### config.mk
export PLATFORM = sky130hd
export DESIGN_NAME = tplm_ctrl
export DESIGN_NICKNAME = d
export VERILOG_FILES = /design/src/hdl/tplm_pkg.sv /design/src/hdl/tplm_ctrl.sv
export SDC_FILE = /design/constraint.sdc
export NUM_CORES = 1
export LEC_CHECK = 0
export BUFFER_PORTS_ARGS = -buffer_cell sky130_fd_sc_hd__buf_2
export CORE_AREA = 5 5 42 44
export DETAILED_ROUTE_END_ITERATION = 8
export DIE_AREA = 0 0 47 49
export PLACE_DENSITY_LB_ADDON = 0.15
export SYNTH_ARGS = -nofsm -noshare
export SYNTH_HDL_FRONTEND = slang
export SYNTH_SLANG_ARGS = --single-unit
### constraint.sdc
create_clock -name i_clk -period 1.2 [get_ports i_clk]
set_clock_uncertainty 0.15 [all_clocks]
set_input_delay 0.06 -clock i_clk [delete_from_list [all_inputs] [get_ports i_clk]]
set_output_delay 0.06 -clock i_clk [all_outputs]
set_load 0.02 [all_outputs]
### src/hdl/tplm_pkg.sv
`timescale 1ns / 1ps
// ----------------------------------------------------------------------------
// tplm_pkg
// Shared types, constants and control structs of the two-level page map.
// ----------------------------------------------------------------------------
package tplm_pkg;

    localparam int DIR_ENTRIES   = 1024;
    localparam int TABLE_ENTRIES = 1024;
    localparam int TABLE_SLOTS   = 8;

    localparam int IDX_W   = $clog2(DIR_ENTRIES);
    localparam int TIDX_W  = $clog2(TABLE_ENTRIES);
    localparam int SLOT_W  = (TABLE_SLOTS > 1) ? $clog2(TABLE_SLOTS) : 1;
    localparam int DIR_W   = 3 + SLOT_W;
    localparam int PTE_W   = 32;
    localparam int PTE_AW  = SLOT_W + TIDX_W;
    localparam int PTE_DEPTH = TABLE_SLOTS * TABLE_ENTRIES;
    localparam int CNT_W   = $clog2(TABLE_ENTRIES + 1);
    localparam int PAGE_W  = 20;
    localparam int OFF_W   = 12;
    localparam int CLR_W   = $clog2(PTE_DEPTH);

    typedef enum logic [1:0] {
        CMD_MAP       = 2'd0,
        CMD_UNMAP     = 2'd1,
        CMD_TRANSLATE = 2'd2,
        CMD_RANGE     = 2'd3
    } t_cmd;

    typedef enum logic [1:0] {
        STAT_OK     = 2'd0,
        STAT_NOSLOT = 2'd1,
        STAT_BAD    = 2'd2
    } t_status;

    typedef enum logic [2:0] {
        S_CLEAR,
        S_IDLE,
        S_DRD,
        S_DIR,
        S_PTE,
        S_RESP
    } t_state;

    // controller to datapath
    typedef struct packed {
        logic    in_ready;
        logic    clr_en;
        logic    accept;
        logic    dir_latch;
        logic    pte_exec;
        logic    advance;
        logic    res_load;
        t_status res_status;
        logic    out_load;
    } t_ctrl;

    // datapath to controller
    typedef struct packed {
        logic clr_done;
        logic dir_present;
        logic slot_free;
        t_cmd cmd;
        logic len_zero;
        logic range_ovf;
        logic pte_present;
        logic pte_user;
        logic page_last;
        logic out_free;
    } t_dp_stat;

endpackage

### src/hdl/tplm_ctrl.sv
`timescale 1ns / 1ps
// ----------------------------------------------------------------------------
// tplm_ctrl
// Command sequencer: clear pass, directory read, table access, range walk.
// ----------------------------------------------------------------------------
module tplm_ctrl (
    input  logic              i_clk,
    input  logic              i_rst_n,
    input  logic              i_in_valid,
    input  tplm_pkg::t_dp_stat i_stat,
    output tplm_pkg::t_ctrl   o_ctrl
);
    import tplm_pkg::*;

    t_state  r_state, n_state;
    logic    w_dir_end;
    t_status w_dir_st;
    logic    w_pte_end;
    t_status w_pte_st;

    // decisions after the directory read and after the table read
    always_comb begin
        w_dir_end = 1'b0;
        w_dir_st  = STAT_OK;
        case (i_stat.cmd)
            CMD_MAP: begin
                if (!i_stat.dir_present && !i_stat.slot_free) begin
                    w_dir_end = 1'b1;
                    w_dir_st  = STAT_NOSLOT;
                end
            end
            CMD_RANGE: begin
                if (i_stat.len_zero) begin
                    w_dir_end = 1'b1;
                    w_dir_st  = STAT_OK;
                end else if (i_stat.range_ovf || !i_stat.dir_present) begin
                    w_dir_end = 1'b1;
                    w_dir_st  = STAT_BAD;
                end
            end
            default: begin
                if (!i_stat.dir_present) begin
                    w_dir_end = 1'b1;
                    w_dir_st  = STAT_BAD;
                end
            end
        endcase

        w_pte_end = 1'b1;
        w_pte_st  = STAT_OK;
        case (i_stat.cmd)
            CMD_TRANSLATE: w_pte_st = i_stat.pte_present ? STAT_OK : STAT_BAD;
            CMD_RANGE: begin
                if (!(i_stat.pte_present && i_stat.pte_user)) begin
                    w_pte_st = STAT_BAD;
                end else if (!i_stat.page_last) begin
                    w_pte_end = 1'b0;
                end
            end
            default: w_pte_st = STAT_OK;
        endcase
    end

    always_comb begin
        n_state = r_state;
        case (r_state)
            S_CLEAR: if (i_stat.clr_done) n_state = S_IDLE;
            S_IDLE:  if (i_in_valid) n_state = S_DIR;
            S_DRD:   n_state = S_DIR;
            S_DIR:   n_state = w_dir_end ? S_RESP : S_PTE;
            S_PTE:   n_state = w_pte_end ? S_RESP : S_DRD;
            S_RESP:  if (i_stat.out_free) n_state = S_IDLE;
            default: n_state = S_CLEAR;
        endcase
    end

    always_comb begin
        o_ctrl = '0;
        o_ctrl.res_status = STAT_OK;
        case (r_state)
            S_CLEAR: o_ctrl.clr_en = 1'b1;
            S_IDLE: begin
                o_ctrl.in_ready = 1'b1;
                o_ctrl.accept   = i_in_valid;
            end
            S_DIR: begin
                o_ctrl.dir_latch  = !w_dir_end;
                o_ctrl.res_load   = w_dir_end;
                o_ctrl.res_status = w_dir_st;
            end
            S_PTE: begin
                o_ctrl.pte_exec   = 1'b1;
                o_ctrl.advance    = !w_pte_end;
                o_ctrl.res_load   = w_pte_end;
                o_ctrl.res_status = w_pte_st;
            end
            S_RESP: o_ctrl.out_load = i_stat.out_free;
            default: o_ctrl = '0;
        endcase
    end

    always_ff @(posedge i_clk) begin
        if (!i_rst_n) begin
            r_state <= S_CLEAR;
        end else begin
            r_state <= n_state;
        end
    end

endmodule

Word level (Yosys, flattened, before mapping)
Index checks and enable logic that the tools add are counted.
{"block": "classes", "n_eq_ne": 10, "n_mux": 29, "n_reduce_logical": 10}
{"cell": "one-hot mux 3 bit (6 select lines)", "count": 1}
{"cell": "2-to-1 mux 1 bit", "count": 14}
{"cell": "2-to-1 mux 2 bit", "count": 6}
{"cell": "2-to-1 mux 3 bit", "count": 4}
{"cell": "one-hot mux 2 bit (2 select lines)", "count": 2}
{"cell": "equality test 3 x 2 -> 1 bit, second input constant", "count": 2}
{"cell": "equality test 3 bit, second input constant", "count": 2}
{"cell": "inequality test 2 bit, second input constant", "count": 3}
{"cell": "one-hot mux 3 bit (2 select lines)", "count": 1}
{"cell": "equality test 2 bit, second input constant", "count": 2}
{"cell": "logical NOT 1 bit", "count": 4}
{"cell": "equality test 3 x 1 -> 1 bit, second input constant", "count": 1}
{"cell": "logical NOT 3 bit", "count": 1}
{"cell": "AND reduction 3 bit", "count": 1}
{"cell": "logical AND 1 bit", "count": 2}
{"cell": "logical NOT 2 bit", "count": 1}
{"cell": "one-hot mux 1 bit (2 select lines)", "count": 1}
{"cell": "logical OR 1 bit", "count": 1}
{"block": "totals", "ff_bits": 3, "input_bits": 14, "output_inout_bits": 10}

Logic depth before layout (Yosys ltp)
Gate-level depths: netlist (run 1).
{"block": "depth", "ltp_word": 7, "mapped_depth": 5, "depth_no_buf": 5}

Least setup slack after synthesis (run 1)
OpenSTA, ideal clock, no wires.
{"block": "synth_timing", "path_type": "register -> output", "start": "register r_state[0]", "end": "output port o_ctrl[2] (netlist name)", "arrival_ns": 1.326, "path_slack_ns": -0.336, "path_stages_with_launch": 5, "path_buffers": 1, "cell_sequence": "dfxtp_1 -> buf_2 -> nor3b_2 -> o211ai_1 -> o21ai_0"}
{"element": "start, declared", "line": "tplm_ctrl.sv:15", "rtl": "t_state r_state, n_state;"}
{"element": "start signal, assigned", "line": "tplm_ctrl.sv:106", "rtl": "r_state <= n_state;"}
{"element": "end, declared", "line": "tplm_ctrl.sv:11", "rtl": "output tplm_pkg::t_ctrl o_ctrl"}

==> results.yml, run 1 <==
run_status:
  status: "complete, but fails checks"
  violations: "setup timing"
worst_setup_path:
  crit_type: "flip-flop to output port"
  cp_slowest_cell: "dfxtp_4"
  path_buf_inv: 1
  reg2regPathDepth: 5
  slowest_delay_ps: 380
  r2r_end: "r_state[1]$_SDFFE_PN0P_"
  arrival_ps: 1210
  crit_fanout: 6
  critical_path_required_ps: 990
  crit_chain: "nor3b_4 > o211ai_1 > o21ai_2 > buf_6"
  critical-path-top-delay-family: "flip-flops"
  r2r_start: "r_state[0]$_SDFFE_PN0P_"
  end_kind: "output port"
  r2r_slack_ps: -170
  worst_setup_path_start_kind: "flip-flop"
finish:
  drive_gt1_share_pct: 70.83
  largest_reg_flops: 3
  layout_commonest_cell: "buf_4"
  antennaDiodeCount: 0
  final_area_sq_um: 917.1
  top_register: "r_state"
  nets: 114
  layout_common_cells: "buf_4, buf_2, buf_6"
  reg_top3: "r_state (3)"
  layout-area-overhead-vs-synth_pct: 126.9
routing:
  ant_nets: 0
  avgRoutedWirePerCell_microns: 13.09
  vias: 556
  drc: 0
  wl_microns: 1466
  dr.pass1.iters: 3
  vias_per_cell: 4.964
  first_iter_violations: 1
place:
  port_buffers: 23
  gp_congestion: 0.7071
  dp_hpwl_microns: 1073
  dp_slack_ps: -312.4
  place_area_sq_um: 704.4
sta:
  fin_setup_tns_ps: -1889
  holdWs_ps: 74.02
  rsz0062_at_grt: "yes"
  setup_slack_ps: -224.6
  min_period_ps: 1425
  max_freq_mhz: 701.9
  hold_viol: 0
  setup_viol_count_final: 13
  worst_pin_slew_ps: 286.0
  slew_violations: 0
  period_share_pct: 118.7
  slew_headroom_pct: 80.63
yosys:
  synth_seq_area_share_pct: 14.86
  synth-seq-cells: 3
  synthSimpleGateAreaFrac_pct: 42.41
  ys.flop_type: "dfxtp_1"
  synthMuxAreaShare_pct: 2.786
  yosysWarnings: 0
  synth-async-reset-ratio_pct: 0
  synthDistinctLibCells: 31
  synth_top_family_by_area: "simple AND/OR/NAND/NOR gates"
  synth_fa_ha_area_share_pct: 9.288
  syn_nets: 69
  synth_compound_area_share_pct: 24.15
  synth_area_per_cell_sq_um: 7.772
  synth_edf_count: 0
  netlist_instances: 52
  synth_area_sq_um: 404.1
  synthXorXnorAreaFrac_pct: 0
grt:
  gr-usage-all-layers_pct: 13.97
  antenna_found_initial: 0
  grt_pass1_wl_microns: 2401
  gr-total-overflow: 0
  grt_max_degree: 9
  grt_pass1_vias: 617
floorplan:
  dieWidth_microns: 47
  dieArea_sq_um: 2303
  fp.dieH_microns: 49
  io-pin-count: 24
  start_util_pct: 28.84
  floorplan.rows: 14
  coreArea_sq_um: 1401
cts:
  clk_latency_ps: 230
  clkTransAtPathRegs_ps: 40
  cts_tree: "yes"
  h-tree-depth: 1
  cts_sinks: 3
  cts_made_buffers: 3
  cts-root-buf: "clkbuf_4"
  clk_path_buf_depth: 2
power_and_ir_drop:
  leakagePower_nw: 0.4057
  vdd_drop_max_uv: 309.2
  power_density_nw_per_um2: 809.1
  power_mw: 0.7421
hold_path:
  min_to: "r_state[2]$_SDFFE_PN0P_"
  hp-start: "i_stat[10]"
  hold_class: "input pin to flip-flop"
  min_path_cells: 4
flow_run:
  max_cap_violations: 0
[cells by family (layout without fill, tap and decap cells)]
kind of cell    after synthesis  after routing
mux                           1              1
flops                         3              3
compound gates               12             12
simple gates                 27             27
buf+inv                       6             50
fa+ha+maj                     3              3
[layer usage]
metal | vias to the layer above | track usage (%) | wire, microns
li1 | 281 | - | -
met1 | 258 | 15.03 | 544
met2 | 17 | 25.34 | 843
met3 | 0 | 3.321 | 78
met4 | 0 | 4.147 | 0
met5 | - | 0 | 0
[worst register-to-register path, delay by kind of cell, from the launching register on]
| kind | cells | cell delay [ps] |
|---|---|---|
| simple gates | 2 | 210 |
| buf+inv | 2 | 270 |
| flops | 1 | 370 |
| compound gates | 1 | 260 |
[final cells by class]
cell class / instances / area, sq um
fillers: 135 / 484.2
multi-input cells: 43 / 422.9
repair buffers: 43 / 347.8
flip-flops and latches: 3 / 71.32
inverters: 3 / 28.78
clock buffers: 4 / 26.28
well taps: 16 / 20.02
[metrics by stage]
step | utilization, % | std cells
finish | 65.45 | 112
global route | 65.45 | 112
CTS | 63.57 | 110
detailed placement | 50.27 | 101
global placement | 50.27 | 101
floorplan | - | 52
[synth_stat cells, drive strengths merged (2+ instances only)]
library cell | instances | share of area [%]
dfxtp | 3 | 15
nor3 | 3 | 3.7
inv | 3 | 2.8
nor3b | 2 | 5.0
nor2 | 2 | 1.9
nand2 | 5 | 4.6
nor2b | 5 | 7.7
ha | 3 | 9.3
o21ai | 2 | 2.5
buf | 3 | 3.7
nor4 | 2 | 4.6
nand2b | 2 | 3.1
[report_power, final]
group | switching (mW) | internal (mW)
clock | 0.0552 | 0.125
combinational | 0.180 | 0.234
sequential | 0.0329 | 0.114
[how the worst max path moves through the flow]
stage / start / endpoint / slack, ps / depth (start not counted)
after floorplan: r_state[0]$_SDFFE_PN0P_ / o_ctrl[2] / -100 / 4
after global placement: i_stat[7] / o_ctrl[3] / -290 / 8
after detailed placement: i_stat[7] / o_ctrl[3] / -310 / 8
after CTS: r_state[2]$_SDFFE_PN0P_ / o_ctrl[2] / -210 / 4
after global routing: r_state[2]$_SDFFE_PN0P_ / o_ctrl[2] / -290 / 4
final: r_state[2]$_SDFFE_PN0P_ / o_ctrl[2] / -220 / 4
[what timing repair did]
action | CTS | global route
resized for setup | 33 | 4
hold buffers | 1 | 0
setup endpoints to repair | 13 | 13
buffers inserted | 4 | 2
pin swaps | 13 | 3
endpoints found under the hold margin | 3 | 0
Power figures use the tool's default switching activity.
==> run 2: changes to the inputs <==
==> constraint.sdc (replaced) <==
create_clock -name i_clk -period 1.2 [get_ports i_clk]
set_clock_uncertainty 0.15 [all_clocks]
set_input_delay 0 -clock i_clk [delete_from_list [all_inputs] [get_ports i_clk]]
set_output_delay 0 -clock i_clk [all_outputs]
set_load 0.02 [all_outputs]
==> run 2 against run 1 <==
The flow still finishes with violations (setup timing). Maximum frequency rose by 5.5%. Sequential share of layout area fell by 0.41 points. Worst setup slack improved by 74 ps. Highest routed layer is now met4.
==> results.yml, run 2 (synthesis results as in run 1) <==
run_status:
  status: "complete, but fails checks"
  violations: "setup timing"
finish:
  largest_reg_flops: 3
  layout-area-overhead-vs-synth_pct: 139.6
  drive_gt1_share_pct: 70.59
  layout_commonest_cell: "buf_4"
  nets: 120
  layout_common_cells: "buf_4, buf_6, buf_2"
  top_register: "r_state"
  fillers: 109
  finalNonFillerCells: 118
  reg_top3: "r_state (3)"
  antennaDiodeCount: 0
  multi_input_area_sq_um: 446.7
  regArea_sq_um: 71.32
worst_setup_path:
  critical_path_required_ps: 1050
  crit_fanout: 8
  arrival_ps: 1200
  worst_setup_path_start_kind: "flip-flop"
  crit_type: "flip-flop to output port"
  end_kind: "output port"
routing:
  vias: 589
  ant_nets: 0
  avgRoutedWirePerCell_microns: 12.25
  drc: 0
  wl_microns: 1445
  vias_per_cell: 4.992
  dr.pass1.iters: 4
  first_iter_violations: 7
sta:
  worst_pin_slew_ps: 355.3
  min_period_ps: 1350
  slew_headroom_pct: 76.02
  holdWs_ps: 45.57
  slew_violations: 0
  setup_viol_count_final: 12
  period_share_pct: 112.5
  rsz0062_at_grt: "yes"
  setup_slack_ps: -150.2
  hold_viol: 0
  max_freq_mhz: 740.6
grt:
  grt_pass1_wl_microns: 2421
  gr-total-overflow: 0
  antenna_found_initial: 0
  gr-usage-all-layers_pct: 14.26
  grt_max_degree: 9
  grt_pass1_vias: 559
cts:
  cts_tree: "yes"
  clkTransAtPathRegs_ps: 30
  clk_latency_ps: 230
  cts_sinks: 3
  clk_path_buf_depth: 2
  h-tree-depth: 1
  cts_made_buffers: 3
  cts-root-buf: "clkbuf_4"
place:
  port_buffers: 23
  dp_cells: 107
  dp_hpwl_microns: 1046
  gp_congestion: 0.7365
flow_run:
  max_cap_violations: 0
power_and_ir_drop:
  power_density_nw_per_um2: 798.5
  vdd_drop_max_uv: 651.6
  leakagePower_nw: 0.4303
floorplan:
  io-pin-count: 24
  floorplan.rows: 14
  dieWidth_microns: 47
  fp.dieH_microns: 49
  coreArea_sq_um: 1401
  dieArea_sq_um: 2303
  start_util_pct: 28.84
hold_path:
  hold_class: "input pin to flip-flop"
-- run 2: cell types whose count changed in the layout (fill, tap and decap cells not counted), sizes merged --
cell	previous run	this run
buf	42	47
dlygate4sd3	1	2
-- run 2: layout make-up --
class	instances	share of cell area, %
Clock buffer	4	2.713
Timing Repair Buffer	49	40.31
Tap cell	16	2.067
Multi-Input combinational cell	43	46.12
Sequential cell	3	7.364
Inverter	3	1.421
-- run 2: final timing paths --
check | from | end | slack (ps) | cells after the start
worst max-delay path | r_state[0]$_SDFFE_PN0P_ | o_ctrl[2] | -150 | 4
worst max register to register | r_state[0]$_SDFFE_PN0P_ | r_state[1]$_SDFFE_PN0P_ | -90 | 5
worst min-delay path | i_in_valid | r_state[2]$_SDFFE_PN0P_ | 50 | 4
worst min register to register | r_state[2]$_SDFFE_PN0P_ | r_state[0]$_SDFFE_PN0P_ | 470 | 3
-- run 2: critical path, cell delays in order (launching register included) --
cell,delay (ps)
dfxtp_4,360
nor3b_4,220
o211ai_1,170
o21ai_4,90
buf_6,130
-- run 2: routing by layer --
| metal | vias to the layer above | GRT usage [%] | routed length, microns |
|---|---|---|---|
| met4 | 0 | 8.295 | 41 |
| met5 | - | 0 | 0 |
| met1 | 269 | 17.65 | 602 |
| met3 | 4 | 1.845 | 92 |
| met2 | 21 | 22.40 | 709 |
| li1 | 295 | - | - |
-- run 2: power breakdown --
| group | switching, mW | internal (mW) |
|---|---|---|
| logic | 0.195 | 0.265 |
| clock network | 0.0500 | 0.124 |
| registers | 0.0246 | 0.114 |
-- run 2: what timing repair did --
action                                  4_1_cts  5_1_grt
hold buffers                                  2        0
pin swaps                                     4        1
resized for setup                            29        7
buffers inserted                              3        3
gates cloned                                  0        0
endpoints found under the hold margin         3        0
endpoints found under the setup margin       13       13
-- run 2: metrics by stage --
stage,util [%],cell area (sq um),setup TNS (ps),power (mW),setup slack (ps)
after global routing,69.11,968.4,-2056,0.8329,-226.9
after floorplan,-,494.2,-111.4,0.3372,-64.19
after CTS,65.09,912.1,-1172,0.7404,-167.2
final,69.11,968.4,-1188,0.7733,-150.2
after detailed placement,53.39,748.2,-637.2,0.4844,-183.7
after global placement,53.39,748.2,-558.3,0.4803,-161.0
